--- config.mk ---
export PLATFORM = sky130hd
export DESIGN_NAME = fst_ctrl
export DESIGN_NICKNAME = d
export VERILOG_FILES = /design/src/sv/fst_pkg.sv /design/src/sv/fst_ctrl.sv
export SDC_FILE = /design/constraint.sdc
export NUM_CORES = 1
export LEC_CHECK = 0
export BUFFER_PORTS_ARGS = -buffer_cell sky130_fd_sc_hd__buf_4
export CAP_MARGIN = 25
export CORE_UTILIZATION = 45
export DETAILED_ROUTE_END_ITERATION = 7
export PLACE_DENSITY = 0.7
export SLEW_MARGIN = 10
export SYNTH_ARGS = -nofsm -noshare
export SYNTH_HDL_FRONTEND = slang
export SYNTH_SLANG_ARGS = --single-unit
--- constraint.sdc ---
create_clock -name aclk -period 2.1 [get_ports aclk]
set_input_delay 0.42 -clock aclk [delete_from_list [all_inputs] [get_ports aclk]]
set_output_delay 0.42 -clock aclk [all_outputs]
set_load 0.02 [all_outputs]
--- src/sv/fst_pkg.sv ---
package fst_pkg;

    localparam int VALUE_W = 32;
    localparam int STAT_W  = 33;
    localparam int N_STATS = 12;
    localparam int N_LATCH = 12;
    localparam int WIDE_W  = 35;

    // request kinds
    localparam logic [2:0] REQ_POS   = 3'd0;
    localparam logic [2:0] REQ_VEL   = 3'd1;
    localparam logic [2:0] REQ_GYRO  = 3'd2;
    localparam logic [2:0] REQ_AIRBAT = 3'd3;
    localparam logic [2:0] REQ_TICK  = 3'd4;

    // flight tracker states
    localparam logic [1:0] FS_IDLE    = 2'd0;
    localparam logic [1:0] FS_RESET   = 2'd1;
    localparam logic [1:0] FS_COLLECT = 2'd2;

    // config register indexes
    localparam logic [1:0] CFG_BEHAVIOR = 2'd0;
    localparam logic [1:0] CFG_AIRSPEED = 2'd1;
    localparam logic [1:0] CFG_BATTERY  = 2'd2;

    localparam logic [3:0] LAST_STAT = 4'(N_STATS - 1);
    localparam logic [1:0] LAST_HYP  = 2'd2;

    typedef struct packed {
        logic       take;
        logic       capture;
        logic       hyp_start;
        logic [1:0] hyp_sel;
        logic       hyp_store;
        logic       update;
        logic       out_load;
        logic [3:0] out_idx;
    } fst_cmd_t;

    typedef struct packed {
        logic tick_collect;
        logic hyp_done;
    } fst_status_t;

endpackage

--- src/sv/fst_ctrl.sv ---
module fst_ctrl
    import fst_pkg::*;
(
    input  logic        aclk,
    input  logic        aresetn,
    input  logic        s_tvalid,
    output logic        s_tready,
    output logic        m_tvalid,
    input  logic        m_tready,
    input  fst_status_t st,
    output fst_cmd_t    cmd
);

    typedef enum logic [2:0] {
        C_IDLE, C_CAPTURE, C_HYP_GO, C_HYP_WAIT, C_UPDATE, C_LOAD, C_EMIT
    } cstate_t;

    cstate_t    state_reg;
    logic [1:0] hidx_reg;
    logic [3:0] oidx_reg;
    logic       mvalid_reg;

    assign s_tready = (state_reg == C_IDLE);
    assign m_tvalid = mvalid_reg;

    // commands
    always_comb begin
        cmd           = '0;
        cmd.take      = s_tvalid && (state_reg == C_IDLE);
        cmd.capture   = (state_reg == C_CAPTURE);
        cmd.hyp_start = (state_reg == C_HYP_GO);
        cmd.hyp_sel   = hidx_reg;
        cmd.hyp_store = (state_reg == C_HYP_WAIT) && st.hyp_done;
        cmd.update    = (state_reg == C_UPDATE);
        cmd.out_load  = (state_reg == C_LOAD);
        cmd.out_idx   = oidx_reg;
    end

    always_ff @(posedge aclk) begin
        if (!aresetn) begin
            state_reg  <= C_IDLE;
            hidx_reg   <= '0;
            oidx_reg   <= '0;
            mvalid_reg <= 1'b0;
        end else begin
            case (state_reg)
                C_IDLE: begin
                    if (s_tvalid && st.tick_collect) state_reg <= C_CAPTURE;
                end
                C_CAPTURE: begin
                    hidx_reg  <= '0;
                    state_reg <= C_HYP_GO;
                end
                C_HYP_GO: state_reg <= C_HYP_WAIT;
                C_HYP_WAIT: begin
                    if (st.hyp_done) begin
                        if (hidx_reg == LAST_HYP) begin
                            state_reg <= C_UPDATE;
                        end else begin
                            hidx_reg  <= hidx_reg + 2'd1;
                            state_reg <= C_HYP_GO;
                        end
                    end
                end
                C_UPDATE: begin
                    oidx_reg  <= '0;
                    state_reg <= C_LOAD;
                end
                C_LOAD: begin
                    mvalid_reg <= 1'b1;
                    state_reg  <= C_EMIT;
                end
                C_EMIT: begin
                    if (m_tready) begin
                        mvalid_reg <= 1'b0;
                        if (oidx_reg == LAST_STAT) begin
                            state_reg <= C_IDLE;
                        end else begin
                            oidx_reg  <= oidx_reg + 4'd1;
                            state_reg <= C_LOAD;
                        end
                    end
                end
                default: state_reg <= C_IDLE;
            endcase
        end
    end

    a_no_in_while_out: assert property (@(posedge aclk) disable iff (!aresetn)
        !(s_tready && m_tvalid)) else $error("input ready while result pending");

    a_valid_in_emit: assert property (@(posedge aclk) disable iff (!aresetn)
        m_tvalid |-> (state_reg == C_EMIT)) else $error("result valid outside emit");

    a_done_in_wait: assert property (@(posedge aclk) disable iff (!aresetn)
        st.hyp_done |-> (state_reg == C_HYP_WAIT)) else $error("hypot done unexpected");

    a_load_valid: assert property (@(posedge aclk) disable iff (!aresetn)
        (state_reg == C_LOAD) |=> m_tvalid) else $error("loaded result not shown");

endmodule

==> results by group <==
Run status
  – Status: finished clean

Worst hold path
  – Hold WC Path Type: in -> reg
  – Hold path depth: 3
  – Hold path start: aresetn
  – Hold path endpoint: oidx_reg[0]

Setup path
  – Reg2reg setup slack: 770 ps
  – Type of origin of the critical path: register
  – FF-to-FF Start: state_reg[1]
  – CP Capture Type: output port
  – Slowest cell on crit path: dfxtp_1
  – Worst r2r dst: oidx_reg[2]
  – Critical path peak fanout: 17
  – Cell breakdown of the critical path: nand2b_1, nor2_1, buf_4
  – Critical path required time: 1680 ps
  – Crit path kind: reg -> out
  – Worst path arrival time: 1420 ps
  – Worst-case reg-to-reg path depth: 4
  – Slowest stage delay, CP: 620 ps

CTS
  – Worst-Skew Late Latency: 260 ps
  – Post-cts repair resize count: 0
  – Setup Fix Bufs, Post-CTS: 0
  – CTS tree: yes
  – Post-CTS Hold Buffers: 0
  – H-tree depth: 1
  – CTS sink count: 10
  – Clock tree root driver cell: clkbuf_4
  – Clk pin slew, worst setup/hold paths: 70 ps
  – CTS max path bufs: 2
  – Total CTS buffers: 3

Timing
  – Min Hold Slack: 474 ps
  – Final setup violating endpoints: 0
  – Fin. max-slew vios: 0
  – RSZ-0062 raised after global routing: false
  – Tmin final: 1840 ps
  – Tcrit/Tclk final: 0.875
  – F_max: 544 MHz
  – Post-Route Setup TNS: 0 ps
  – Clock Skew: 1.85 ps
  – Worst Setup Slack, final: 263 ps
  – Worst slew margin: 0.679
  – Hold Vio Cnt, Final: 0
  – Worst-Margin Slew: 480 ps

Yosys
  – Synth Net Count: 92
  – Yosys reg bits: 10
  – Synthesized area: 683 um2
  – Commonest cells post-synth: dfxtp_1 (10), nand3_1 (8), a21oi_1 (6), nand2_1 (6)
  – Most frequent cell after synthesis: dfxtp_1
  – EDFF count, synth: 0
  – Post-synth cell types: 30
  – Most used DFF post-synth: dfxtp_1
  – Sequential share of the synthesized area: 0.293
  – Post-synth top area share: 0.293
  – Cells after Synth: 84
  – Post-synth ARST share: 0
  – Ys Warns: 0
  – Syn_area_per_cell: 8.13 um2
  – Top cells by area, synth: dfxtp_1 (29%), nand3_1 (5.9%), and4bb_2 (5.5%)
  – Synth area leader: dfxtp_1

Place
  – Placed instance count: 113
  – GPL Wtd Cong: 0.736
  – Dpl ws: 581 ps
  – # port buffers: 19
  – Dpl hpwl: 1150 um

Floorplanning
  – IO Pins: 20
  – Row count: 13
  – Die ar.: 0.00168 mm2
  – Core Area: 0.00135 mm2
  – Die width: 41.0 um
  – Starting Density: 0.506
  – Die outline height: 41.0 um

Route
  – Post-route ant nets: 0
  – DRC violations left: 0
  – DR vias: 681
  – Drt pass-1 iters: 4
  – Aggregate routed wire length: 1590 um
  – 1st-iter DRT viols: 11
  – WL per Instance: 13.7 um
  – Routed vias/inst: 5.87

GRT
  – Tot GR Track Use: 0.215
  – Largest net degree at the start of global routing: 18
  – Initial antenna violation count: 0
  – Global-route wire length before repair: 2300 um
  – Total gr overflow: 0
  – Vias in the first global route: 535

Cells and area
  – N_diodes: 0
  – Area Overhead vs Synth: 20.7%
  – Fin util: 0.611
  – Layout cell share with drive strength beyond 1: 0.287
  – Non-Filler Instances: 116
  – Max FFs per register: 4
  – Fin nets: 111

Power
  – Pwr Density: 519 mW/mm2
  – Peak VDD IR: 0.305 mV
  – Leak Pwr: 0.321 nW

Flow run
  – Max-cap violations: 0
[critical path: cells and delay by family (launching register included)]
family	cells	cell delay, ps
buffers and inverters	1	150
DFF	1	620
and+or+nand+nor	2	380
[per-stage QoR]
step | power [mW] | area [um2]
floorplan | 0.267 | 683
global placement | 0.294 | 802
detailed placement | 0.297 | 802
CTS | 0.434 | 825
global route | 0.448 | 825
finish | 0.428 | 825
[cells by family after synthesis]
kind of cell | Yosys count | share of synthesized area
buffers and inverters | 10 | 0.0952
AOI/OAI and AO/OA | 20 | 0.181
DFF | 10 | 0.293
muxes | 2 | 0.0366
and+or+nand+nor | 40 | 0.357
adders and majority gates | 2 | 0.0366
[worst max-delay path by stage]
stage                             from       to  slack, ps  cells after the start
after global placement    state_reg[0]   cmd[6]        590                      3
after detailed placement  state_reg[2]   cmd[5]        580                      3
after floorplan           state_reg[1]  cmd[11]        350                      3
after global routing      state_reg[2]   cmd[5]        170                      3
after CTS                 state_reg[2]   cmd[5]        280                      3
final                     state_reg[2]   cmd[5]        260                      3
[layout by cell type, fill, tap and decap left out, types with 3 or more instances in the layout]
| cell | n |
|---|---|
| nand2_1 | 6 |
| nand3_1 | 8 |
| nand4_1 | 5 |
| nor2_1 | 5 |
| clkbuf_4 | 3 |
| dfxtp_1 | 10 |
| a21oi_1 | 6 |
| nand2b_1 | 3 |
| inv_1 | 4 |
| o21ai_0 | 4 |
| buf_4 | 20 |
| and4bb_2 | 3 |
[area by class of cell]
cell class                 instances  area (um2)
fill                             136         526
clock buffer                       3        22.5
timing repair buffer              20         150
tap                               15        18.8
inverter                           4        15.0
multi-input combinational         64         418
sequential                        10         200
[layer usage]
layer,share of wire,vias up,wire length [um],track usage
met5,0,-,0,0
met4,0.0063,0,10,0.0500
met3,0.052,2,83,0.0815
met2,0.48,20,765,0.395
met1,0.46,316,730,0.225
li1,-,343,-,-
[power by group]
| part | total (mW) | switching (mW) | internal (mW) |
|---|---|---|---|
| clock | 0.136 | 0.0697 | 0.0663 |
| combinational | 0.0857 | 0.0477 | 0.0380 |
| sequential | 0.206 | 0.0120 | 0.194 |
Note: power is estimated with default switching activity, not from simulation.
